File: config.mk
export PLATFORM = sky130hd
export DESIGN_NAME = sfu_sqrt
export DESIGN_NICKNAME = d
export VERILOG_FILES = /design/src/rtl/damped_spring_force_unit_macros.svh /design/src/rtl/sfu_sqrt.sv
export SDC_FILE = /design/constraint.sdc
export NUM_CORES = 2
export LEC_CHECK = 0
export BUFFER_PORTS_ARGS = -buffer_cell sky130_fd_sc_hd__buf_2
export CORE_MARGIN = 2
export CORE_UTILIZATION = 50
export DETAILED_ROUTE_END_ITERATION = 16
export PLACE_DENSITY = 0.78
export SETUP_SLACK_MARGIN = 0.2
export SLEW_MARGIN = 20
export SYNTH_ARGS = -nofsm -noshare
export SYNTH_HDL_FRONTEND = slang
export SYNTH_SLANG_ARGS = --single-unit
File: constraint.sdc
create_clock -name clk -period 3.55 [get_ports clk]
set_clock_uncertainty 0.05 [all_clocks]
set_input_delay 0.5325 -clock clk [delete_from_list [all_inputs] [get_ports clk]]
set_output_delay 0.5325 -clock clk [all_outputs]
set_load 0.03 [all_outputs]
File: src/rtl/damped_spring_force_unit_macros.svh
// Assertion macros for the damped spring force unit.
// Used by damped_spring_force_unit.sv; expects clk and rst_n in scope.
`ifndef DAMPED_SPRING_FORCE_UNIT_MACROS_SVH
`define DAMPED_SPRING_FORCE_UNIT_MACROS_SVH

// Same-cycle implication.
`define SFU_ASSERT_NOW(lbl, ante, cons, msg) \
  lbl: assert property (@(posedge clk) disable iff (!rst_n) (ante) |-> (cons)) \
    else $error(msg);

// Next-cycle implication.
`define SFU_ASSERT_NEXT(lbl, ante, cons, msg) \
  lbl: assert property (@(posedge clk) disable iff (!rst_n) (ante) |=> (cons)) \
    else $error(msg);

`endif

File: src/rtl/sfu_sqrt.sv
// Pipelined integer square root, one result bit per stage.
// Depends on nothing; instantiated by damped_spring_force_unit.
`timescale 1ns / 1ps

module sfu_sqrt #(
  parameter int IN_W  = 44,
  parameter int PAY_W = 8
) (
  input  logic                clk,
  input  logic                rst_n,
  input  logic                en,
  input  logic                in_valid,
  input  logic [IN_W-1:0]     radicand,
  input  logic [PAY_W-1:0]    pay,
  output logic                out_valid,
  output logic [IN_W/2-1:0]   root,
  output logic [PAY_W-1:0]    out_pay
);

  localparam int OUT_W = IN_W / 2;
  localparam int REM_W = OUT_W + 2;

  logic [OUT_W-1:0] vld_r;
  logic [REM_W-1:0] rem_r [OUT_W];
  logic [OUT_W-1:0] res_r [OUT_W];
  logic [IN_W-1:0]  x_r   [OUT_W];
  logic [PAY_W-1:0] pay_r [OUT_W];

  for (genvar k = 0; k < OUT_W; k++) begin : g_stage
    logic             v_in;
    logic [REM_W-1:0] rem_in;
    logic [OUT_W-1:0] res_in;
    logic [IN_W-1:0]  x_in;
    logic [PAY_W-1:0] pay_in;
    logic [REM_W+1:0] shifted;
    logic [REM_W+1:0] trial;
    logic             take;

    if (k == 0) begin : g_first
      assign v_in   = in_valid;
      assign rem_in = '0;
      assign res_in = '0;
      assign x_in   = radicand;
      assign pay_in = pay;
    end else begin : g_next
      assign v_in   = vld_r[k-1];
      assign rem_in = rem_r[k-1];
      assign res_in = res_r[k-1];
      assign x_in   = x_r[k-1];
      assign pay_in = pay_r[k-1];
    end

    assign shifted = {rem_in, x_in[IN_W-1:IN_W-2]};
    assign trial   = (REM_W + 2)'({res_in, 2'b01});
    assign take    = shifted >= trial;

    always_ff @(posedge clk) begin
      if (!rst_n) begin
        vld_r[k] <= 1'b0;
      end else if (en) begin
        vld_r[k] <= v_in;
      end
    end

    always_ff @(posedge clk) begin
      if (en) begin
        rem_r[k] <= take ? REM_W'(shifted - trial) : REM_W'(shifted);
        res_r[k] <= {res_in[OUT_W-2:0], take};
        x_r[k]   <= {x_in[IN_W-3:0], 2'b00};
        pay_r[k] <= pay_in;
      end
    end
  end

  assign out_valid = vld_r[OUT_W-1];
  assign root      = res_r[OUT_W-1];
  assign out_pay   = pay_r[OUT_W-1];

endmodule

==> results by group <==
GRT
  – First-pass GRT wire length: 173,000 um
  – Number of global-route vias before repair: 34,700
  – Total grt overflow: 0
  – Initial antenna violation count: 0
  – GRT Overall Usage: 16.9%
  – Largest net degree at the start of global routing: 113

Yosys
  – Syn Inst Count: 4,512
  – Syn avg cell area: 13.6 um^2
  – YS warnings: 0
  – Syn Std Cell Area: 0.0613 mm^2
  – Ys flop type: edfxtp_1
  – Netlist cell types: 87
  – Seq/Total Area, Yosys: 67.5%
  – EDFF count, synth: 1,365
  – Syn Nets: 4,844
  – Synth top area share: 66.8%
  – Ys async rst share: 0%
  – Top cells by area, synth: edfxtp_1 67%, ha_1 5.6%, xor2_1 2.7%, xnor2_1 2.6%, inv_1 2.1%
  – Post-synth top area cell: edfxtp_1
  – Number of synthesized register bits: 1,387

Floorplan
  – Die H: 354 um
  – Cell row count: 128
  – Die area: 0.126 mm^2
  – Starting Density: 50.4%
  – IO Pins: 87
  – CORE AREA: 0.122 mm^2
  – Die X: 354 um

Critical path
  – R2r worst-path depth: 8
  – Element type at the critical path start: flop
  – Crit Path Max Fanout: 6
  – Setup CP Type: reg2reg
  – Crit path capture type: flop
  – R2R Setup Slk: 0.28 ns
  – CP Data Required Time: 4.01 ns
  – CP cell instances: or4_4 > or4_1 > or3_1 > nor4_2 > o311ai_1 > a31oi_2 > inv_2 > mux2_1
  – CP top delay family: simple AND/OR/NAND/NOR gates
  – Buf+Inv Stages, Crit Path: 1
  – Worst path slowest cell: or4_4
  – Worst path depth: 8
  – CP Launch Point: rem_r[1][85]
  – Crit path capture: rem_r[1][107]
  – Worst path arrival time: 3.73 ns
  – Worst r2r src: rem_r[1][85]
  – Worst r2r dst: rem_r[1][107]
  – Max incr delay on CP: 0.57 ns

Finish
  – Final #Nets: 5,155
  – Design area: 0.0699 mm^2
  – Layout cells sized above 1: 9.46%
  – ANT cells: 0
  – P&R area growth vs syn: 14.0%
  – Final Non-Filler Cells: 6,564
  – Multi-input gate area: 0.0183 mm^2
  – Filler instances: 9,392
  – Register area: 0.0414 mm^2

Timing
  – Crit share post-route: 92.1%
  – Fmax: 306 MHz
  – RSZ-0062 raised after global routing: yes
  – Endpoints failing setup: 0
  – Worst Tran Pin Value: 0.721 ns
  – Final Hold Vio Count: 0
  – Max_slew headroom: 51.4%
  – Max-slew violations: 0
  – Fin crit period: 3.27 ns
  – Fin Hold WS: 0.111 ns
  – Fin Setup TNS: 0 ns

Routing
  – Final ANT Viol Nets: 0
  – Drt drc: 0
  – Iteration-0 DRC Markers: 2,444
  – TritonRoute pass-1 iters: 5
  – Drt via density: 5.40
  – Vias: 35,400
  – Routed wire length: 106,000 um
  – WL/cell: 16.2 um

Power
  – Power Density: 604 mW/mm^2
  – Worst VDD drop: 0.521 mV
  – Tot Pwr: 42.3 mW
  – Clock Power Share: 35.2%
  – Comb power frac: 14.7%
  – Cell leakage power: 26.4 nW
  – Sw Pwr: 10.9 mW
  – Switch share: 25.8%
  – Internal power: 31.4 mW
  – Seq pwr share: 50.2%

Clock network
  – Worst-Skew Late Latency: 0.77 ns
  – TritonCTS Sinks: 1,387
  – Htree depth: 4
  – Root Driver: clkbuf_16
  – Clock buffer depth: 3
  – TritonCTS clock tree: done
  – CTS clk-pin slew, worst paths: 0.06 ns
  – TritonCTS buffer count: 147

Placement
  – GPL Wtd Cong: 0.874
  – Buffers added on ports: 86
  – Placed insts: 6,237
  – Post-DP HPWL: 72,600 um
  – Post-DP Area: 0.0645 mm^2

Run status
  – Status: finished, final reports clean

Run
  – Max-cap violations: 0

Min path
  – Min-Delay Path Class: in2reg
## per-layer routing
layer	up-vias	share of wire, %	global-route usage (%)
li1	17400	-	-
met1	16900	43	21.4
met2	903	49	28.6
met3	246	4.8	3.17
met4	0	3.2	6.77
met5	-	0	0
## power groups by stage
stage                     registers (mW)  clock network (mW)  logic [mW]
after floorplan                     21.1                   0        4.46
after global placement              21.5                   0        5.91
after detailed placement            21.5                   0        6.06
after CTS                           21.2                15.3        6.15
after global routing                21.4                16.0        6.94
final                               21.2                14.9        6.19
## cells by family (layout without fill, tap and decap cells)
group	Yosys count	in the layout	share of synthesized area (%)
XOR/XNOR	371	371	5.30
adder cells (fa/ha/maj)	276	276	5.63
other	1	1	0.00611
buffers and inverters	432	859	2.69
AO/OA/AOI/OAI	811	811	8.20
AND/OR/NAND/NOR	1182	1182	9.76
multiplexers	52	52	0.885
flip-flops	1387	1387	67.5
## through the flow
stage / util [%] / setup WS [ns]
2_1_floorplan: - / 0.414
3_3_place_gp: 53.0 / 0.344
3_5_place_dp: 53.0 / 0.278
4_1_cts: 57.3 / 0.246
5_1_grt: 57.4 / 0.192
6_report: 57.4 / 0.281
## synth_stat cells, types with 47 or more instances
cell	instances
a21o_1	75
a21oi_1	223
clkbuf_1	65
edfxtp_1	1365
ha_1	276
inv_1	347
nand2_1	321
nand2b_1	52
nand3_1	73
nand4_1	54
nor2_1	239
nor2b_1	72
nor3_1	97
nor4_1	69
o21a_1	47
o21ai_0	254
or3_1	47
xnor2_1	185
xor2_1	186
## cell type report
type / count / share of cell area (%)
Inverter: 351 / 1.88
Multi-Input combinational cell: 2693 / 26.2
Clock inverter: 81 / 1.33
Sequential cell: 1387 / 59.2
Tap cell: 1625 / 2.91
Timing Repair Buffer: 243 / 2.92
Clock buffer: 184 / 5.49
## sequential cells by signal, summed over array words and instances (netlist names)
signal and flops:
res_r 253, out_valid 1, x_r 462, g_stage.v_in 21, rem_r 474, pay_r 176
## worst min path at each step
stage | start | endpoint | slack [ns] | cells past startpoint
detailed placement | pay_r[1][18] | pay_r[1][26] | 0.35 | 0
CTS | rst_n | g_stage[14].v_in | 0.03 | 2
global route | rst_n | g_stage[14].v_in | 0.08 | 2
finish | rst_n | g_stage[16].v_in | 0.11 | 2
global placement | x_r[1][76] | x_r[1][120] | 0.35 | 0
floorplan | pay_r[0][2] | pay_r[0][10] | 0.35 | 0
## what timing repair did
action | CTS | global route
buffers inserted | 0 | 8
endpoints found under the hold margin | 54 | 0
setup endpoints to repair | 0 | 70
hold buffers | 54 | 0
resized for setup | 0 | 14
## cells in the final DEF, fill, tap and decap left out, types with 47 or more instances in the layout
cell type / Yosys / final
buf_4: 1 / 79
nand2b_1: 52 / 52
clkbuf_16: 0 / 148
ha_1: 276 / 276
o21ai_0: 254 / 253
nand3_1: 73 / 73
a21oi_1: 223 / 221
or3_1: 47 / 47
a21o_1: 75 / 75
o21a_1: 47 / 47
nor2_1: 239 / 239
edfxtp_1: 1365 / 1365
inv_1: 347 / 347
xnor2_1: 185 / 185
buf_2: 8 / 85
nand2_1: 321 / 321
nor4_1: 69 / 66
nand4_1: 54 / 54
dlygate4sd3_1: 0 / 54
nor3_1: 97 / 97
xor2_1: 186 / 186
nor2b_1: 72 / 72
Power figures use the tool's default switching activity.
