--- src/rtl/damped_spring_force_unit_macros.svh ---
// Assertion macros for the damped spring force unit.
// Used by damped_spring_force_unit.sv; expects clk and rst_n in scope.
`ifndef DAMPED_SPRING_FORCE_UNIT_MACROS_SVH
`define DAMPED_SPRING_FORCE_UNIT_MACROS_SVH

// Same-cycle implication.
`define SFU_ASSERT_NOW(lbl, ante, cons, msg) \
  lbl: assert property (@(posedge clk) disable iff (!rst_n) (ante) |-> (cons)) \
    else $error(msg);

// Next-cycle implication.
`define SFU_ASSERT_NEXT(lbl, ante, cons, msg) \
  lbl: assert property (@(posedge clk) disable iff (!rst_n) (ante) |=> (cons)) \
    else $error(msg);

`endif

--- src/rtl/sfu_div.sv ---
// Pipelined restoring divider for unsigned magnitudes, one quotient bit per stage.
// Caller guarantees the quotient fits QUO_W bits. Used by damped_spring_force_unit.
`timescale 1ns / 1ps

module sfu_div #(
  parameter int NUM_W = 61,
  parameter int DEN_W = 22,
  parameter int QUO_W = 39,
  parameter int PAY_W = 8
) (
  input  logic             clk,
  input  logic             rst_n,
  input  logic             en,
  input  logic             in_valid,
  input  logic [NUM_W-1:0] num,
  input  logic [DEN_W-1:0] den,
  input  logic [PAY_W-1:0] pay,
  output logic             out_valid,
  output logic [QUO_W-1:0] quo,
  output logic [PAY_W-1:0] out_pay
);

  logic [QUO_W-1:0] vld_r;
  logic [DEN_W-1:0] rem_r [QUO_W];
  logic [QUO_W-1:0] low_r [QUO_W];
  logic [DEN_W-1:0] den_r [QUO_W];
  logic [PAY_W-1:0] pay_r [QUO_W];

  for (genvar k = 0; k < QUO_W; k++) begin : g_stage
    logic             v_in;
    logic [DEN_W-1:0] rem_in;
    logic [QUO_W-1:0] low_in;
    logic [DEN_W-1:0] den_in;
    logic [PAY_W-1:0] pay_in;
    logic [DEN_W:0]   top;
    logic             take;

    if (k == 0) begin : g_first
      assign v_in   = in_valid;
      assign rem_in = DEN_W'(num[NUM_W-1:QUO_W]);
      assign low_in = num[QUO_W-1:0];
      assign den_in = den;
      assign pay_in = pay;
    end else begin : g_next
      assign v_in   = vld_r[k-1];
      assign rem_in = rem_r[k-1];
      assign low_in = low_r[k-1];
      assign den_in = den_r[k-1];
      assign pay_in = pay_r[k-1];
    end

    assign top  = {rem_in, low_in[QUO_W-1]};
    assign take = top >= {1'b0, den_in};

    always_ff @(posedge clk) begin
      if (!rst_n) begin
        vld_r[k] <= 1'b0;
      end else if (en) begin
        vld_r[k] <= v_in;
      end
    end

    always_ff @(posedge clk) begin
      if (en) begin
        rem_r[k] <= take ? DEN_W'(top - {1'b0, den_in}) : DEN_W'(top);
        low_r[k] <= {low_in[QUO_W-2:0], take};
        den_r[k] <= den_in;
        pay_r[k] <= pay_in;
      end
    end
  end

  assign out_valid = vld_r[QUO_W-1];
  assign quo       = low_r[QUO_W-1];
  assign out_pay   = pay_r[QUO_W-1];

endmodule

--- config.mk ---
export PLATFORM = sky130hd
export DESIGN_NAME = sfu_div
export DESIGN_NICKNAME = d
export VERILOG_FILES = /design/src/rtl/damped_spring_force_unit_macros.svh /design/src/rtl/sfu_div.sv
export SDC_FILE = /design/constraint.sdc
export NUM_CORES = 2
export LEC_CHECK = 0
export BUFFER_PORTS_ARGS = -buffer_cell sky130_fd_sc_hd__buf_4
export CAP_MARGIN = 40
export CORE_AREA = 4 4 660 662
export DETAILED_ROUTE_END_ITERATION = 10
export DIE_AREA = 0 0 664 666
export GPL_TIMING_DRIVEN = 0
export PLACE_DENSITY = 0.54
export SYNTH_ARGS = -nofsm -noshare
export SYNTH_HDL_FRONTEND = slang
export SYNTH_SLANG_ARGS = --single-unit
--- constraint.sdc ---
create_clock -name clk -period 3.8 [get_ports clk]
set_clock_uncertainty 0.2 [all_clocks]
set_input_delay 0.76 -clock clk [delete_from_list [all_inputs] [get_ports clk]]
set_output_delay 0.76 -clock clk [all_outputs]
set_load 0.01 [all_outputs]
==> metrics.log <==
[metrics] total area of sequential cells: 106000 um^2
[metrics] DIE AREA: 442000 um^2
[metrics] sequential share of the synthesized area: 0.669
[metrics] share of layout cells above drive strength 1: 0.125
[metrics] GRT Total Usage: 0.146
[metrics] maximum clock insertion buffer count: 4
[metrics] number of cells on the critical path: 12
[metrics] number of pins exceeding their max-slew limit in the final report: 0
[metrics] # IOs: 143
[metrics] number of distinct standard cells referenced by the synthesized netlist: 95
[metrics] Tightest Pin Transition: 1320 ps
[metrics] Hold/Removal Path Class: register to register
[metrics] number of buffers inserted by port buffering: 141
[metrics] DRT Wirelength: 334000 um
[metrics] layout overhead on the synthesized area: 16.1%
[metrics] normalized max-slew margin: 0.118
[metrics] Register-to-Register Path Depth: 12
[metrics] cell at the slowest stage of the critical path: sky130_fd_sc_hd__or4_4
[metrics] instance count along the most critical hold path: 0
[metrics] longest individual stage delay on the worst path: 510 ps
[metrics] PD cells: 821 nW/um^2
[metrics] Layout Utilization: 0.429
[metrics] arrival time of data at the critical path endpoint: 4240 ps
[metrics] family of cells with the greatest summed delay on the critical path: compound AO/OA/AOI/OAI gates
[metrics] Mapped Cells: 11382
[metrics] synthesized area divided by synthesized cell count: 13.9 um^2
[metrics] iteration-0 DRC count of the detailed router: 7028
[metrics] Static Leak: 70.3 nW
[metrics] Avg WL per Cell: 18.4 um
[metrics] later-pin clock latency in the skew report: 950 ps
[metrics] Std-Cell Rows: 241
[metrics] placed wire-length estimate: 232000 um
[metrics] final critical delay including setup and external delays: 3780 ps
[metrics] worst hold start: low_r[3][286]
[metrics] Max FO, Critical Path: 5
[metrics] Core Box Area: 430000 um^2
[metrics] number of antenna violations at the first check in global routing: 8
[metrics] CTS Buf Count: 398
[metrics] number of flops mapped to enable cells by yosys: 3505
[metrics] per-cell via count in the routed design: 5.02
[metrics] startpoint of the worst register-to-register path: rem_r[9][0]
[metrics] number of search-and-repair iterations in the first detailed-routing pass: 6
[metrics] Clock H-tree levels: 5
[metrics] vias post-DR: 91152
[metrics] post-synthesis net count: 12373
[metrics] kind of launch point of the worst setup path: register
[metrics] run status: finished, final reports clean
[metrics] Yosys warning count: 0
[metrics] Max-cap violations: 0
[metrics] chain of cells forming the critical path: ha_4 -> nor2b_4 -> o31a_1 -> or4_4 -> a41o_1 -> o31a_1 -> nand3_1 -> nand2_2 -> a21oi_4 -> buf_6 -> buf_12 -> mux2_4
[metrics] CTS tree: yes
[metrics] wire length of the first global-routing pass: 520000 um
[metrics] cell area after synthesis: 159000 um^2
[metrics] residual DRC count: 0
[metrics] most frequent cell on the critical path: sky130_fd_sc_hd__o31a_1
[metrics] maximum resistive drop on vdd: 0.000381 V
[metrics] total of fill cells in the finished design: 38734
[metrics] critical path class: register to register
[metrics] hold violation total from the final report: 0
[metrics] number of synthesized register bits: 3544
[metrics] Total Negative Setup Slacks: 0 ps
[metrics] Period Utilization, post-route: 0.995
[metrics] ys flop type: sky130_fd_sc_hd__edfxtp_1
[metrics] post-route standard cell area excluding fillers: 184000 um^2
[metrics] Initial Utilization: 0.369
[metrics] startpoint of the most critical setup path: rem_r[9][0]
[metrics] FFs w/ async S/R, synth: 0
[metrics] vias in the first global route: 91024
[metrics] total area of multi-input combinational cells: 48800 um^2
[metrics] required time at the worst-slack endpoint: 4260 ps
[metrics] chip width: 664 um
[metrics] Final Wtd Congestion: 0.899
[metrics] largest net degree at the start of global routing: 194
[metrics] count of nets left with antenna violations after detail routing: 0
[metrics] kind of capture point of the worst setup path: register
[metrics] remaining global-route overflow: 0
[metrics] RSZ-0062 raised after global routing: true
[metrics] total placed instance area: 167000 um^2
[metrics] y dimension of the die: 666 um
[metrics] clock sinks: 3544
[metrics] net count of the finished layout: 13137
[metrics] clock tree root driver cell: sky130_fd_sc_hd__clkbuf_16
[metrics] total buffers and inverters traversed by the critical path: 2
[metrics] Fmax: 0.264 GHz
[metrics] total of endpoints with negative setup slack in the final report: 0
[metrics] CTS clock-pin slew for the worst setup and hold paths: 60 ps
==> metrics by stage <==
step	power [mW]	hold WS [ps]	std cells	setup slack, ps
5_1_grt	161	185	18175	-112
3_3_place_gp	112	200	17233	-30970
4_1_cts	151	172	18122	-8.91
2_1_floorplan	94.8	200	11382	337
3_5_place_dp	110	205	17264	-3450
6_report	151	191	18175	17.1
==> cell type report <==
cell class | instances | share of cell area
inverters | 1098 | 0.0224
flip-flops and latches | 3544 | 0.576
well taps | 5710 | 0.0388
repair buffers | 366 | 0.0207
multi-input cells | 6545 | 0.265
diodes | 2 | 0.0000272
plain buffers | 193 | 0.00581
clock inverters | 242 | 0.0151
clock buffers | 475 | 0.0562
==> power by group <==
group / switching (mW) / internal, mW
Clock: 15.7 / 22.8
Combinational: 31.2 / 24.3
Sequential: 3.99 / 53.3
==> synthesized netlist by cell type (all sizes together) (12+ instances only) <==
cell type | count | area (um^2)
a221oi | 28 | 287
or3 | 30 | 188
o211ai | 26 | 200
a211o | 21 | 184
and4 | 12 | 105
o41ai | 21 | 218
nand2 | 656 | 2460
or4 | 22 | 165
or2 | 24 | 150
a21oi | 753 | 3780
nand4 | 108 | 682
o21a | 99 | 743
xnor2 | 434 | 3800
nand3 | 177 | 886
o31ai | 48 | 360
fa | 38 | 761
buf | 74 | 420
nor4 | 49 | 307
nor2b | 135 | 845
a2111oi | 23 | 201
edfxtp | 3505 | 105000
nand2b | 103 | 644
a41oi | 17 | 179
and3 | 59 | 369
a31oi | 91 | 607
dfxtp | 39 | 781
o31a | 28 | 245
ha | 858 | 10700
a211oi | 62 | 470
mux2 | 357 | 4090
o21bai | 107 | 803
o21ai | 694 | 3480
nor2 | 483 | 1810
a21o | 356 | 2670
a21boi | 18 | 139
nor3 | 114 | 571
and2 | 18 | 113
clkbuf | 121 | 454
xor2 | 234 | 2050
o22ai | 25 | 163
inv | 1098 | 4120
mux2i | 75 | 751
==> kinds of logic (layout without fill, tap and decap cells) <==
family	Yosys count	count (layout)	synth area share
AO/OA/AOI/OAI	2526	2526	0.0995
XOR/XNOR	668	668	0.0369
adder cells (fa/ha/maj)	896	896	0.0725
buffers and inverters	1293	2374	0.0315
flip-flops	3544	3544	0.669
multiplexers	432	432	0.0305
other	0	2	0
AND/OR/NAND/NOR	2023	2023	0.0605
==> layout by cell type, fill, tap and decap left out, drive strengths merged, types with 99 or more instances in the layout <==
cell	instances
a21o	356
clkbuf	615
clkinv	148
nand3	177
nor2	483
mux2	357
buf	314
nand2b	103
nor3	114
xnor2	434
nand4	108
o21a	99
nand2	656
nor2b	135
edfxtp	3505
xor2	234
ha	858
o21ai	694
a21oi	753
inv	1114
o21bai	107
==> final timing paths <==
check / to / slack, ps
hold reg to reg: low_r[4][14] / 190
setup / recovery: rem_r[9][36] / 20
setup reg to reg: rem_r[9][36] / 20
hold / removal: low_r[4][14] / 190
==> repair_timing <==
item                                    CTS  global route
cloned                                   13             5
hold buffers                             94             0
setup endpoints to repair              1761           789
endpoints found under the hold margin   123             0
pin swaps                                22            48
setup buffers                            34            48
gates resized for setup                 139           256
==> state kept, by name (all words and copies together), names as in the netlist <==
register,count
rem_r,836
den_r,836
g_stage.v_in,38
pay_r,312
out_valid,1
low_r,1521
==> routing by layer <==
layer	share of wire	GRT usage	routed length, um
met1	0.46	0.202	153000
met2	0.47	0.240	157000
met3	0.048	0.0238	16000
met4	0.026	0.0387	8560
met5	0	0	0
Note: power is estimated with default switching activity, not from simulation.
